[config.mk]
export PLATFORM = sky130hd
export DESIGN_NAME = sliding_window_alert_rate_limiter
export DESIGN_NICKNAME = d
export VERILOG_FILES = /design/src/rtl/swarl_pkg.sv /design/src/rtl/swarl_ring.sv /design/src/rtl/swarl_core.sv /design/src/rtl/sliding_window_alert_rate_limiter.sv
export SDC_FILE = /design/constraint.sdc
export NUM_CORES = 1
export LEC_CHECK = 0
export ABC_CLOCK_PERIOD_IN_PS = 13800
export BUFFER_PORTS_ARGS = -buffer_cell sky130_fd_sc_hd__buf_2
export CORE_UTILIZATION = 65
export CTS_CLUSTER_SIZE = 8
export DETAILED_ROUTE_END_ITERATION = 8
export GPL_ROUTABILITY_DRIVEN = 0
export GPL_TIMING_DRIVEN = 0
export PLACE_DENSITY = 0.83
export SYNTH_ARGS = -nofsm -noshare
export SYNTH_HDL_FRONTEND = slang
export SYNTH_SLANG_ARGS = --single-unit
[constraint.sdc]
create_clock -name clk_i -period 13.8 [get_ports clk_i]
set_clock_uncertainty 0.15 [all_clocks]
set_input_delay 0.69 -clock clk_i [delete_from_list [all_inputs] [get_ports clk_i]]
set_output_delay 0.69 -clock clk_i [all_outputs]
set_load 0.005 [all_outputs]
[src/rtl/swarl_pkg.sv]
// ----------------------------------------------------------------------------
// swarl_pkg
// Shared types and constants of the sliding-window alert rate limiter.
// ----------------------------------------------------------------------------
package swarl_pkg;

  // Verdict codes carried on the result channel
  localparam logic [1:0] VERDICT_ALLOW    = 2'd0;
  localparam logic [1:0] VERDICT_COOLDOWN = 2'd1;
  localparam logic [1:0] VERDICT_LIMIT    = 2'd2;

  // Configuration register indexes
  localparam logic [1:0] CFG_ALERT_LIMIT = 2'd0;
  localparam logic [1:0] CFG_WINDOW_LEN  = 2'd1;
  localparam logic [1:0] CFG_COOLDOWN    = 2'd2;

  // Configuration reset values
  localparam logic [3:0]  ALERT_LIMIT_RST = 4'd5;
  localparam logic [31:0] WINDOW_LEN_RST  = 32'd60000;
  localparam logic [31:0] COOLDOWN_RST    = 32'd30000;

  // Saturation point of the suppressed-item counter
  localparam logic [31:0] SUPP_MAX = 32'hFFFF_FFFF;

  // Configuration as seen by the core
  typedef struct packed {
    logic [3:0]  alert_limit;
    logic [31:0] window_length_ms;
    logic [31:0] cooldown_length_ms;
  } cfg_t;

endpackage

[src/rtl/swarl_ring.sv]
// ----------------------------------------------------------------------------
// swarl_ring
// Timestamp ring storage: one write port, one read port, registered read.
// ----------------------------------------------------------------------------
module swarl_ring #(
  parameter int DEPTH = 8,
  parameter int WIDTH = 48,
  parameter int AW    = 3
) (
  input  logic             clk_i,
  input  logic             we_i,
  input  logic [AW-1:0]    waddr_i,
  input  logic [WIDTH-1:0] wdata_i,
  input  logic [AW-1:0]    raddr_i,
  output logic [WIDTH-1:0] rdata_o
);

  logic [WIDTH-1:0] mem_q [DEPTH];
  logic [WIDTH-1:0] rdata_q;

  // Write port
  always_ff @(posedge clk_i) begin
    if (we_i) begin
      mem_q[waddr_i] <= wdata_i;
    end
  end

  // Read port, registered
  always_ff @(posedge clk_i) begin
    rdata_q <= mem_q[raddr_i];
  end

  assign rdata_o = rdata_q;

endmodule

[src/rtl/swarl_core.sv]
// ----------------------------------------------------------------------------
// swarl_core
// Per-item sequencer: cooldown check, expiry walk over the ring, limit
// decision and append, plus the result register.
// ----------------------------------------------------------------------------
module swarl_core
  import swarl_pkg::*;
#(
  parameter int RING_DEPTH = 8,
  parameter int TIME_WIDTH = 48,
  parameter int IDX_W      = 3
) (
  input  logic                  clk_i,
  input  logic                  rst_ni,
  input  cfg_t                  cfg_i,
  input  logic                  in_valid_i,
  output logic                  in_ready_o,
  input  logic [TIME_WIDTH-1:0] request_time_i,
  output logic                  out_valid_o,
  input  logic                  out_ready_i,
  output logic                  allowed_o,
  output logic [1:0]            verdict_code_o,
  output logic [3:0]            entries_in_window_o,
  output logic [31:0]           suppressed_total_o,
  output logic                  mem_we_o,
  output logic [IDX_W-1:0]      mem_waddr_o,
  output logic [TIME_WIDTH-1:0] mem_wdata_o,
  output logic [IDX_W-1:0]      mem_raddr_o,
  input  logic [TIME_WIDTH-1:0] mem_rdata_i
);

  localparam int CNT_W = $clog2(RING_DEPTH + 1);
  localparam int LIM_W = (CNT_W > 4) ? CNT_W : 4;

  localparam logic [2:0] S_IDLE   = 3'd0;
  localparam logic [2:0] S_CHECK  = 3'd1;
  localparam logic [2:0] S_READ   = 3'd2;
  localparam logic [2:0] S_DECIDE = 3'd3;
  localparam logic [2:0] S_FIN    = 3'd4;

  logic [2:0]            state_q, state_d;
  logic [TIME_WIDTH-1:0] time_q, time_d;
  logic [TIME_WIDTH-1:0] cool_end_q, cool_end_d;
  logic [IDX_W-1:0]      head_q, head_d;
  logic [IDX_W-1:0]      tail_q, tail_d;
  logic [CNT_W-1:0]      count_q, count_d;
  logic [31:0]           supp_q, supp_d;
  logic [1:0]            verdict_q, verdict_d;

  logic                  out_valid_q, out_valid_d;
  logic [1:0]            out_verdict_q;
  logic [CNT_W-1:0]      out_cnt_q;
  logic [31:0]           out_supp_q;
  logic                  out_load;

  logic [IDX_W-1:0]      head_inc, tail_inc;
  logic [31:0]           supp_inc;
  logic [TIME_WIDTH-1:0] age;
  logic                  expired;
  logic [LIM_W-1:0]      lim_raw, lim_eff;
  logic                  ring_full;
  logic [TIME_WIDTH:0]   end_sum;
  logic [TIME_WIDTH-1:0] end_sat;
  logic [CNT_W+3:0]      cnt_ext;

  // Pointer wrap and saturating counter
  assign head_inc = (head_q == IDX_W'(RING_DEPTH - 1)) ? '0 : head_q + 1'b1;
  assign tail_inc = (tail_q == IDX_W'(RING_DEPTH - 1)) ? '0 : tail_q + 1'b1;
  assign supp_inc = (supp_q == SUPP_MAX) ? supp_q : supp_q + 32'd1;

  // Age of the oldest entry, modulo the time width
  assign age     = time_q - mem_rdata_i;
  assign expired = age > TIME_WIDTH'(cfg_i.window_length_ms);

  // Effective limit: zero acts as one, clipped to the ring depth
  assign lim_raw   = LIM_W'(cfg_i.alert_limit);
  assign lim_eff   = (lim_raw == '0) ? LIM_W'(1) :
                     (lim_raw > LIM_W'(RING_DEPTH)) ? LIM_W'(RING_DEPTH) : lim_raw;
  assign ring_full = LIM_W'(count_q) >= lim_eff;

  // Cooldown end, saturating at the top of the time range
  assign end_sum = {1'b0, time_q} + (TIME_WIDTH + 1)'(cfg_i.cooldown_length_ms);
  assign end_sat = end_sum[TIME_WIDTH] ? '1 : end_sum[TIME_WIDTH-1:0];

  // Ring read: head while checking, next head while walking
  assign mem_raddr_o = (state_q == S_READ) ? head_inc : head_q;
  assign mem_waddr_o = tail_q;
  assign mem_wdata_o = time_q;
  assign mem_we_o    = (state_q == S_DECIDE) && !ring_full;

  assign in_ready_o = (state_q == S_IDLE);
  assign out_load   = (state_q == S_FIN) && (!out_valid_q || out_ready_i);

  // Sequencer
  always_comb begin
    state_d    = state_q;
    time_d     = time_q;
    cool_end_d = cool_end_q;
    head_d     = head_q;
    tail_d     = tail_q;
    count_d    = count_q;
    supp_d     = supp_q;
    verdict_d  = verdict_q;
    unique case (state_q)
      S_IDLE: begin
        if (in_valid_i) begin
          time_d  = request_time_i;
          state_d = S_CHECK;
        end
      end
      S_CHECK: begin
        if (time_q < cool_end_q) begin
          supp_d    = supp_inc;
          verdict_d = VERDICT_COOLDOWN;
          state_d   = S_FIN;
        end else if (count_q == '0) begin
          state_d = S_DECIDE;
        end else begin
          state_d = S_READ;
        end
      end
      S_READ: begin
        if (expired) begin
          head_d  = head_inc;
          count_d = count_q - 1'b1;
          if (count_q == CNT_W'(1)) begin
            state_d = S_DECIDE;
          end
        end else begin
          state_d = S_DECIDE;
        end
      end
      S_DECIDE: begin
        if (ring_full) begin
          cool_end_d = end_sat;
          supp_d     = supp_inc;
          verdict_d  = VERDICT_LIMIT;
        end else begin
          tail_d    = tail_inc;
          count_d   = count_q + 1'b1;
          verdict_d = VERDICT_ALLOW;
        end
        state_d = S_FIN;
      end
      S_FIN: begin
        if (out_load) begin
          state_d = S_IDLE;
        end
      end
      default: state_d = S_IDLE;
    endcase
  end

  always_ff @(posedge clk_i or negedge rst_ni) begin
    if (!rst_ni) begin
      state_q    <= S_IDLE;
      cool_end_q <= '0;
      head_q     <= '0;
      tail_q     <= '0;
      count_q    <= '0;
      supp_q     <= '0;
    end else begin
      state_q    <= state_d;
      cool_end_q <= cool_end_d;
      head_q     <= head_d;
      tail_q     <= tail_d;
      count_q    <= count_d;
      supp_q     <= supp_d;
    end
  end

  always_ff @(posedge clk_i) begin
    time_q    <= time_d;
    verdict_q <= verdict_d;
  end

  // Result register
  always_comb begin
    out_valid_d = out_valid_q;
    if (out_ready_i) begin
      out_valid_d = 1'b0;
    end
    if (out_load) begin
      out_valid_d = 1'b1;
    end
  end

  always_ff @(posedge clk_i or negedge rst_ni) begin
    if (!rst_ni) begin
      out_valid_q <= 1'b0;
    end else begin
      out_valid_q <= out_valid_d;
    end
  end

  always_ff @(posedge clk_i) begin
    if (out_load) begin
      out_verdict_q <= verdict_q;
      out_cnt_q     <= count_q;
      out_supp_q    <= supp_q;
    end
  end

  assign cnt_ext             = {4'b0, out_cnt_q};
  assign out_valid_o         = out_valid_q;
  assign allowed_o           = (out_verdict_q == VERDICT_ALLOW);
  assign verdict_code_o      = out_verdict_q;
  assign entries_in_window_o = cnt_ext[3:0];
  assign suppressed_total_o  = out_supp_q;

`ifndef SYNTH
  // An expired entry leaves the ring one at a time
  a_pop_step: assert property (@(posedge clk_i) disable iff (!rst_ni)
    (state_q == S_READ) && expired |=> count_q == $past(count_q) - 1'b1)
    else $error("expiry walk did not drop exactly one entry");

  // Results enter the output register only from the finish step
  a_out_src: assert property (@(posedge clk_i) disable iff (!rst_ni)
    $rose(out_valid_q) |-> $past(state_q) == S_FIN)
    else $error("result loaded outside the finish step");

  // An allowed item always leaves at least one entry in the window
  a_allow_cnt: assert property (@(posedge clk_i) disable iff (!rst_ni)
    out_valid_q && (out_verdict_q == VERDICT_ALLOW) |-> out_cnt_q != '0)
    else $error("allowed item with an empty window");

  // The suppressed count never goes down
  a_supp_mono: assert property (@(posedge clk_i) disable iff (!rst_ni)
    ##1 supp_q >= $past(supp_q))
    else $error("suppressed count decreased");

  // The fill never passes the ring depth
  a_cnt_bound: assert property (@(posedge clk_i) disable iff (!rst_ni)
    mem_we_o |-> LIM_W'(count_q) < LIM_W'(RING_DEPTH))
    else $error("append into a full ring");
`endif

endmodule

[src/rtl/sliding_window_alert_rate_limiter.sv]
// ----------------------------------------------------------------------------
// sliding_window_alert_rate_limiter
// Alert rate limiter over a sliding time window, with a cooldown after the
// limit is hit and a saturating count of suppressed alerts.
//
//   Channel   Handshake              Payload
//   in        in_valid_i/in_ready_o  request_time_i
//   out       out_valid_o/out_ready_i allowed_o, verdict_code_o,
//                                    entries_in_window_o, suppressed_total_o
//   cfg       cfg_we_i               cfg_index_i, cfg_wdata_i
//
// One item at a time: accept, cooldown check, then one ring read per cycle
// (each dropped entry, plus any live entry that stops the walk), the decide
// step and the result load, which waits while the output register is full.
// An item refused in cooldown goes from the check straight to the result load.
// The next item is taken while a result still waits in the output register.
// Reset clears control state and loads the register defaults; no clearing
// pass is needed since the ring is read only where it was written.
// ----------------------------------------------------------------------------
module sliding_window_alert_rate_limiter
  import swarl_pkg::*;
#(
  parameter int RING_DEPTH = 8,
  parameter int TIME_WIDTH = 48
) (
  input  logic                  clk_i,
  input  logic                  rst_ni,
  input  logic                  cfg_we_i,
  input  logic [1:0]            cfg_index_i,
  input  logic [31:0]           cfg_wdata_i,
  input  logic                  in_valid_i,
  output logic                  in_ready_o,
  input  logic [TIME_WIDTH-1:0] request_time_i,
  output logic                  out_valid_o,
  input  logic                  out_ready_i,
  output logic                  allowed_o,
  output logic [1:0]            verdict_code_o,
  output logic [3:0]            entries_in_window_o,
  output logic [31:0]           suppressed_total_o
);

  localparam int IDX_W = (RING_DEPTH > 1) ? $clog2(RING_DEPTH) : 1;

  cfg_t                  cfg_q;
  logic                  mem_we;
  logic [IDX_W-1:0]      mem_waddr;
  logic [TIME_WIDTH-1:0] mem_wdata;
  logic [IDX_W-1:0]      mem_raddr;
  logic [TIME_WIDTH-1:0] mem_rdata;

  // Configuration registers; writes to an unused index are dropped
  always_ff @(posedge clk_i or negedge rst_ni) begin
    if (!rst_ni) begin
      cfg_q.alert_limit        <= ALERT_LIMIT_RST;
      cfg_q.window_length_ms   <= WINDOW_LEN_RST;
      cfg_q.cooldown_length_ms <= COOLDOWN_RST;
    end else if (cfg_we_i) begin
      unique case (cfg_index_i)
        CFG_ALERT_LIMIT: cfg_q.alert_limit        <= cfg_wdata_i[3:0];
        CFG_WINDOW_LEN:  cfg_q.window_length_ms   <= cfg_wdata_i;
        CFG_COOLDOWN:    cfg_q.cooldown_length_ms <= cfg_wdata_i;
        default: ;
      endcase
    end
  end

  swarl_core #(
    .RING_DEPTH (RING_DEPTH),
    .TIME_WIDTH (TIME_WIDTH),
    .IDX_W      (IDX_W)
  ) u_core (
    .clk_i               (clk_i),
    .rst_ni              (rst_ni),
    .cfg_i               (cfg_q),
    .in_valid_i          (in_valid_i),
    .in_ready_o          (in_ready_o),
    .request_time_i      (request_time_i),
    .out_valid_o         (out_valid_o),
    .out_ready_i         (out_ready_i),
    .allowed_o           (allowed_o),
    .verdict_code_o      (verdict_code_o),
    .entries_in_window_o (entries_in_window_o),
    .suppressed_total_o  (suppressed_total_o),
    .mem_we_o            (mem_we),
    .mem_waddr_o         (mem_waddr),
    .mem_wdata_o         (mem_wdata),
    .mem_raddr_o         (mem_raddr),
    .mem_rdata_i         (mem_rdata)
  );

  swarl_ring #(
    .DEPTH (RING_DEPTH),
    .WIDTH (TIME_WIDTH),
    .AW    (IDX_W)
  ) u_ring (
    .clk_i   (clk_i),
    .we_i    (mem_we),
    .waddr_i (mem_waddr),
    .wdata_i (mem_wdata),
    .raddr_i (mem_raddr),
    .rdata_o (mem_rdata)
  );

endmodule

## Word-level counts from Yosys, hierarchy flattened

Memories as Yosys holds them, arrays and structs flattened. A register that Yosys moved wholly into a read port is not among the register bits.
Cells that the tools add are included.

- Output and inout port bits: 41
- Word-level logic and storage cells: 96
- Register bits: 250
- Bits of input ports: 87
- Memories kept: 1
- RAM bits: 384

Memory list:

| name | depth | width | read ports | clocked after Yosys merged registers in | write ports | line | text |
|---|---|---|---|---|---|---|---|
| u_ring.mem_q | 8 | 48 | 1 | 1 | 1 | swarl_ring.sv:18 | `logic [WIDTH-1:0] mem_q [DEPTH];` |

- Add/sub/neg operators: 7
- Equality and inequality tests: 17
- $lt $le $gt $ge: 4
- Mux-type cells: 27
- Reduce and logical (&&, ||, !) cells: 24
- Bitwise gates (word level): 1

Operators by type and width:

| cell | number |
|---|---|
| two-way mux 32 bit | 3 |
| case mux 32 bit (2 select lines) | 1 |
| adder 48 x 32 -> 49 bit | 1 |
| > comparator 48 x 32 -> 1 bit | 1 |
| < comparator 48 bit | 1 |
| two-way mux 48 bit | 1 |
| subtractor 48 bit | 1 |
| adder 32 x 1 -> 32 bit (second input constant) | 1 |
| == test 32 bit (second input constant) | 1 |
| two-way mux 3 bit | 8 |
| two-way mux 4 bit | 4 |
| AND reduction 2 bit | 8 |
| case mux 3 bit (5 select lines) | 1 |
| == test 3 bit (second input constant) | 3 |
| AND reduction 3 bit | 3 |
| zero test 4 bit | 2 |
| != test 2 x 1 -> 1 bit (second input constant) | 4 |
| case mux 4 bit (2 select lines) | 1 |
| adder 3 x 1 -> 3 bit (second input constant) | 2 |
| == test 3 x 2 -> 1 bit (second input constant) | 2 |
| nonzero test 2 bit | 3 |
| two-way mux 1 bit | 5 |
| adder 4 x 1 -> 4 bit (second input constant) | 1 |
| == test 4 x 1 -> 1 bit (second input constant) | 1 |
| other kinds (16) | 21 |

## Longest topological paths before layout

- Word-level depth: 8
- Gate-level depth with buffers: 25
- Mapped depth without buffers: 25

## By module

From an unflattened synthesis, not the netlist that was laid out.

- Cells, all modules: 2239
- Area, all modules: 32234.7 um^2

Modules (own cells, without submodules):

| module | sequential area each (um^2) | cells each | times used | area an instance (um^2) |
|---|---|---|---|---|
| swarl_ring | 12492.0 | 616 | 1 | 15620.0 |
| swarl_core | 4994.8 | 1478 | 1 | 13764.5 |
| sliding_window_alert_rate_limiter | 1721.7 | 145 | 1 | 2850.2 |

## Worst setup path after synthesis

OpenSTA, ideal clock, no wires.

- Kind: register to register
- From: register cfg_q[66] (netlist bit)
- To: memory u_ring.mem_q[4][0], enable pin
- Library setup time: 0.590 ns
- Path slack: 6.193 ns
- Required time: 13.060 ns
- Cell stages (with the launch flop): 11
- Clock period less this slack: 7.607 ns
- Path buffers: 0
- Arrival: 6.868 ns
- Cell sequence: dfstp_2 > nor2_1 > nor2_1 > nor2_1 > ha_1 > nand2b_1 > a21o_1 > a21o_1 > a21oi_1 > nand2_1 > nor4b_1

- Longest elaborated chain between the ends: 8
- Elaborated cells between the ends (all ways): 9
- Classes of those cells: order compare (2); mux (4); reduce/logical (3)

RTL lines:

| what | line | text |
|---|---|---|
| start, declared | sliding_window_alert_rate_limiter.sv:44 | `cfg_t cfg_q;` |
| > comparator 4 bit | swarl_core.sv:78 | `(lim_raw > LIM_W'(RING_DEPTH)) ? LIM_W'(RING_DEPTH) : lim_raw;` |
| two-way mux 4 bit | swarl_core.sv:78 |  |
| two-way mux 4 bit (*) | swarl_core.sv:77 | `assign lim_eff = (lim_raw == '0) ? LIM_W'(1) :` |
| >= comparator 4 bit (*) | swarl_core.sv:79 | `assign ring_full = LIM_W'(count_q) >= lim_eff;` |
| zero test 1 bit (*) | swarl_core.sv:89 | `assign mem_we_o = (state_q == S_DECIDE) && !ring_full;` |
| logical AND 1 bit (*) | swarl_core.sv:89 |  |
| two-way mux 1 bit (*) | swarl_ring.sv:23 | `if (we_i) begin` |
| two-way mux 1 bit (not written as such) (*) | swarl_ring.sv:24 | `mem_q[waddr_i] <= wdata_i;` |
| end, declared | swarl_ring.sv:18 |  |

Mark *: on every way between the ends. The rest lies on a longest branch, timed or not.

## Final worst setup path

- From: register u_core.time_q[1], in the netlist u_core.mem_wdata_o[1]
- To: register u_core.count_q[1]

- Longest elaborated chain between the ends: 4

RTL lines:

| what | line | text |
|---|---|---|
| start, declared | swarl_core.sv:42 | `logic [TIME_WIDTH-1:0] time_q, time_d;` |
| start signal, assigned | swarl_core.sv:173 | `time_q <= time_d;` |
| subtractor 48 bit | swarl_core.sv:72 | `assign age = time_q - mem_rdata_i;` |
| > comparator 48 x 32 -> 1 bit | swarl_core.sv:73 | `assign expired = age > TIME_WIDTH'(cfg_i.window_length_ms);` |
| != test 2 x 1 -> 1 bit (no line) | -- |  |
| AND reduction 3 bit (no line) | -- |  |
| end signal, assigned | swarl_core.sv:167 | `count_q <= count_d;` |
| end, declared | swarl_core.sv:46 | `logic [CNT_W-1:0] count_q, count_d;` |

Every way passes these cells.
A chain may end at the register's enable or synchronous reset.

==> summary.md <==
The run gives 7.73% as the remaining max-slew budget at the tightest pin. For this configuration, the core starts out at a cell density of 65.8%. In this run the remaining antenna-violating nets after routing total 0. The part of the cycle the worst path needs works out to 49.7%. Synthesis produced a netlist with a net count of 3,116.

The critical path goes through ha_1, nor2b_1, o2111ai_1, a21oi_1, nor2_1, o21bai_1, a21o_1, a21oi_1, xnor2_1, ha_1, nand4_1, nor4_1, a21oi_1, nor4_1, nand3_1, nor4_1, nand4_1, nor4_2, a21boi_2, nand2b_4, a221oi_2. The clock net in this run drives a total of 682 sinks. Wire length per cell: 22.9 um. The number of max-cap violations came out at 0. In this run the most critical hold path is launched from request_time_i[11]. The cell count of the worst reg-to-reg path came out at 21. Based on the critical path, the design can be clocked at up to 0.146 GHz. By area the synthesized netlist is led by sky130_fd_sc_hd__edfxtp_1 44%, sky130_fd_sc_hd__dfrtp_1 11%, sky130_fd_sc_hd__ha_1 6.6%, sky130_fd_sc_hd__nand2_1 6.3%, sky130_fd_sc_hd__nand3_1 4.4%. The tools report the end point of the most critical hold path as u_core.mem_wdata_o[11]$_DFFE_PP_. IR analysis of the VDD net gives a maximum drop of 0.152 mV. In the final layout, the multi-input gates occupy 0.0119 mm^2. Setup repair after global routing left no endpoint under its margin. From left edge to right edge, the die measures 224 um.

In this run the cell area of the synthesized design comes to 0.0321 mm^2. In this run the standard cell core region covers 0.0488 mm^2. At the pin with the least slew margin, the transition time is 1350 ps. After the flow finishes, the layout carries non-filler instances totaling 3,874. Across all register-to-register paths, the minimum setup slack is 6940 ps.

The leakage component of the power was 15.1 nW. The run gives 14,190 ps as the critical path data required time. STA puts the critical path data arrival time at 7250 ps. In this run the critical register-to-register path is launched from u_core.mem_wdata_o[1]$_DFFE_PP_.

Count of state elements after synthesis: 682. The largest net degree at the start of global routing is 92, and the sum of routed wire length over all layers is 88,500 um. Unique cell type count in the Yosys netlist: 88. The library cells used most frequently in the layout, excluding fill and tap cells, are 540 x sky130_fd_sc_hd__nand2_1, 472 x sky130_fd_sc_hd__edfxtp_1, 283 x sky130_fd_sc_hd__nand3_1. On the worst path, the slowest cell contributes a delay of 1100 ps. The first global-routing pass estimated 136,000 um of wire.

The logs give 3,066 for the filler cell count and 24,500 for the number of global-route vias before repair. For the post-placement setup slack, the log shows 7250 ps. Synthesis handed over a netlist of 2,857 instances. The cell at the slowest stage of the critical path was sky130_fd_sc_hd__nor4_1.

The tools report the type of element launching the critical path as a flip-flop. The worst path needs 6860 ps of the cycle, external delays included. The flow ran to the end, and the final reports show no timing, DRC or antenna violations.

The register clock-pin slew on the reported worst setup and hold paths came out at 50 ps. In this run the critical register-to-register path is captured at u_core.count_q[1]$_DFFE_PN0P_. Port buffer count: 127. Leaving out fill and tap cells, the most frequent cell in the layout is sky130_fd_sc_hd__nand2_1. The run gives 60,300 um as the placed wire-length estimate after detailed placement.

The die is 224 um tall. The share of synthesized area in the top cell type comes to 44.1%. The largest driver fanout on the critical path is 13, and the worst-case setup margin in the final layout is 6940 ps.

The count of unresolved DRC violations after routing came out at 0. After the first detailed-routing iteration, the DRC count stood at 3,329. Initial antenna violation count: 1. The most used flip-flop cell after synthesis is sky130_fd_sc_hd__edfxtp_1.

Clock tree synthesis inserted a total of 95 buffers. The standard-cell row count is 81, and the count of placed standard cells including taps is 3,692. The cell depth of the worst min-delay path came out at 1. The tools report the clock root buffer as sky130_fd_sc_hd__clkbuf_16. The net count of the finished layout is 3,385. The storage element area was 0.0192 mm^2.

The H-tree generated during clock tree synthesis spans 3 levels. The total overflow left after global routing is 0. After synthesis, the share of flip-flops with an asynchronous set or reset is 23.8%. For the worst-skew pair, the clock arrives at the later sink with an insertion delay of 650 ps. For the combined global-route utilization of all metal layers, the log shows 35.7%. The post-synthesis sequential area ratio was 59.8%; the fraction of final layout cells with drive strength greater than 1 was 12.9%. Total power divided by cell area: 241 mW/mm^2.

Summed over all instances, the cell type with the most area after synthesis is sky130_fd_sc_hd__edfxtp_1. The critical path in this run is classified as flip-flop to flip-flop. The class of the worst hold path was input port to flip-flop. Average footprint of a synthesized cell: 11.2 um^2. The detailed router placed 24,500 vias in this run.

The first detailed-routing pass took 9 iterations. The count of yosys warnings during synthesis is 0. Kind of end point of the critical path: a flip-flop.

Number of placed I/O pins: 128. TritonCTS built the clock tree. The area growth from synthesis to layout is 14.9%. The number of slew-limit violations in the final report came out at 0. Measured on the finished design, the core utilization comes to 75.6%. The final hold violation count was 0; the per-cell via count in the routed design was 6.33. The number of flops mapped to enable cells by yosys was 472; the count of endpoints failing setup in the final report was 0. The setup total negative slack is 0 ps.

The floorplan step defined a die boundary enclosing 0.0503 mm^2. The clock passes through at most 3 buffers.
per-layer routing:
metal	global-route usage (%)	routed length (um)	vias to the layer above
li1	-	-	10800
met1	46.4	33500	11900
met2	58.5	42100	1530
met3	6.62	8790	303
met4	16.3	4080	0
met5	0	0	-
cell type report:
type | instances | share of cell area (%)
inverter | 149 | 1.51
clock buffer | 174 | 7.36
timing repair buffer | 172 | 3.01
tap | 664 | 2.25
clock inverter | 6 | 0.224
buffer | 115 | 1.32
antenna | 1 | 0.00678
multi-input combinational | 1911 | 32.3
sequential | 682 | 52.0
worst max path at each step:
stage | startpoint | to | slack, ps | cells past startpoint
after global routing | u_core.mem_wdata_o[1]$_DFFE_PP_ | u_core.count_q[1]$_DFFE_PN0P_ | 6650 | 21
after global placement | cfg_q[66]$_DFFE_PN1P_ | u_ring.mem_q[4][43]$_DFFE_PP_ | 2020 | 10
after floorplan | cfg_q[66]$_DFFE_PN1P_ | u_ring.mem_q[4][0]$_DFFE_PP_ | 6190 | 10
after CTS | u_core.mem_wdata_o[1]$_DFFE_PP_ | u_core.count_q[1]$_DFFE_PN0P_ | 7230 | 21
final | u_core.mem_wdata_o[1]$_DFFE_PP_ | u_core.count_q[1]$_DFFE_PN0P_ | 6940 | 21
after detailed placement | u_core.mem_wdata_o[1]$_DFFE_PP_ | u_core.count_q[1]$_DFFE_PN0P_ | 7250 | 21
sequential cells by signal, indices dropped and copies added, names as in the netlist:
name / flops
cfg_q: 68
u_core.cool_end_q: 48
u_core.count_q: 4
u_core.entries_in_window_o: 4
u_core.head_q: 3
u_core.mem_waddr_o: 3
u_core.mem_wdata_o: 48
u_core.out_valid_o: 1
u_core.state_q: 3
u_core.supp_q: 32
u_core.suppressed_total_o: 32
u_core.verdict_code_o: 2
u_core.verdict_q: 2
u_ring.mem_q: 384
u_ring.rdata_o: 48
cells by family (layout without fill, tap and decap cells):
| kind of cell | count (synthesis) | after routing | synth area share (%) |
|---|---|---|---|
| fa+ha+maj | 172 | 172 | 6.74 |
| other cells | 0 | 1 | 0 |
| simple gates | 1083 | 1083 | 15.3 |
| buf+inv | 264 | 616 | 3.26 |
| flops | 682 | 682 | 59.8 |
| xor+xnor | 108 | 108 | 2.94 |
| compound gates | 468 | 468 | 9.21 |
| mux | 80 | 80 | 2.78 |
power by group:
group	internal [W]	switching, W
combinational	0.00136	0.00252
clock	0.00132	0.000872
sequential	0.00256	0.000256
per-stage QoR:
step                cell area [um^2]  hold WS, ps  total power [W]
detailed placement             34100          258          0.00653
global placement               33600          264          0.00634
global route                   36900         50.5          0.00936
CTS                            36900         52.3          0.00878
finish                         36900         70.3          0.00889
floorplan                      32100          244          0.00536
synthesized netlist by cell type (all sizes together) (4+ instances only):
cell type    n
nand4       42
o21ai      171
nor2        87
xnor2       79
nand2      542
nor3        24
or4          4
dfstp       16
nor3b        5
xor2        29
clkbuf      84
a31oi       13
ha         170
mux2        73
inv        149
o21a        19
edfxtp     472
a221oi       8
a22oi       14
or3          6
and4         4
and2         9
o211ai       6
o31ai        6
o22ai        4
a211oi      11
nor2b       14
dfrtp      146
nor4        13
o21bai      12
a21oi      104
or2          4
mux2i        7
nand2b      17
a21o        64
dfxtp       48
nand3      283
a21boi       4
and3        19
buf         30
worst max-delay path: cells and delay by family, from the launching register on:
kind / cells / cell delay (ps)
AO/OA/AOI/OAI: 8 / 1980
XOR/XNOR: 1 / 140
adder cells (fa/ha/maj): 2 / 740
flip-flops: 1 / 670
AND/OR/NAND/NOR: 10 / 3070
timing repair:
action | CTS | global route
gates resized for setup | 0 | 0
buffers inserted | 0 | 0
endpoints found under the hold margin | 71 | 0
hold buffers | 1 | 0
No activity file was read; power rests on OpenSTA's default activity.
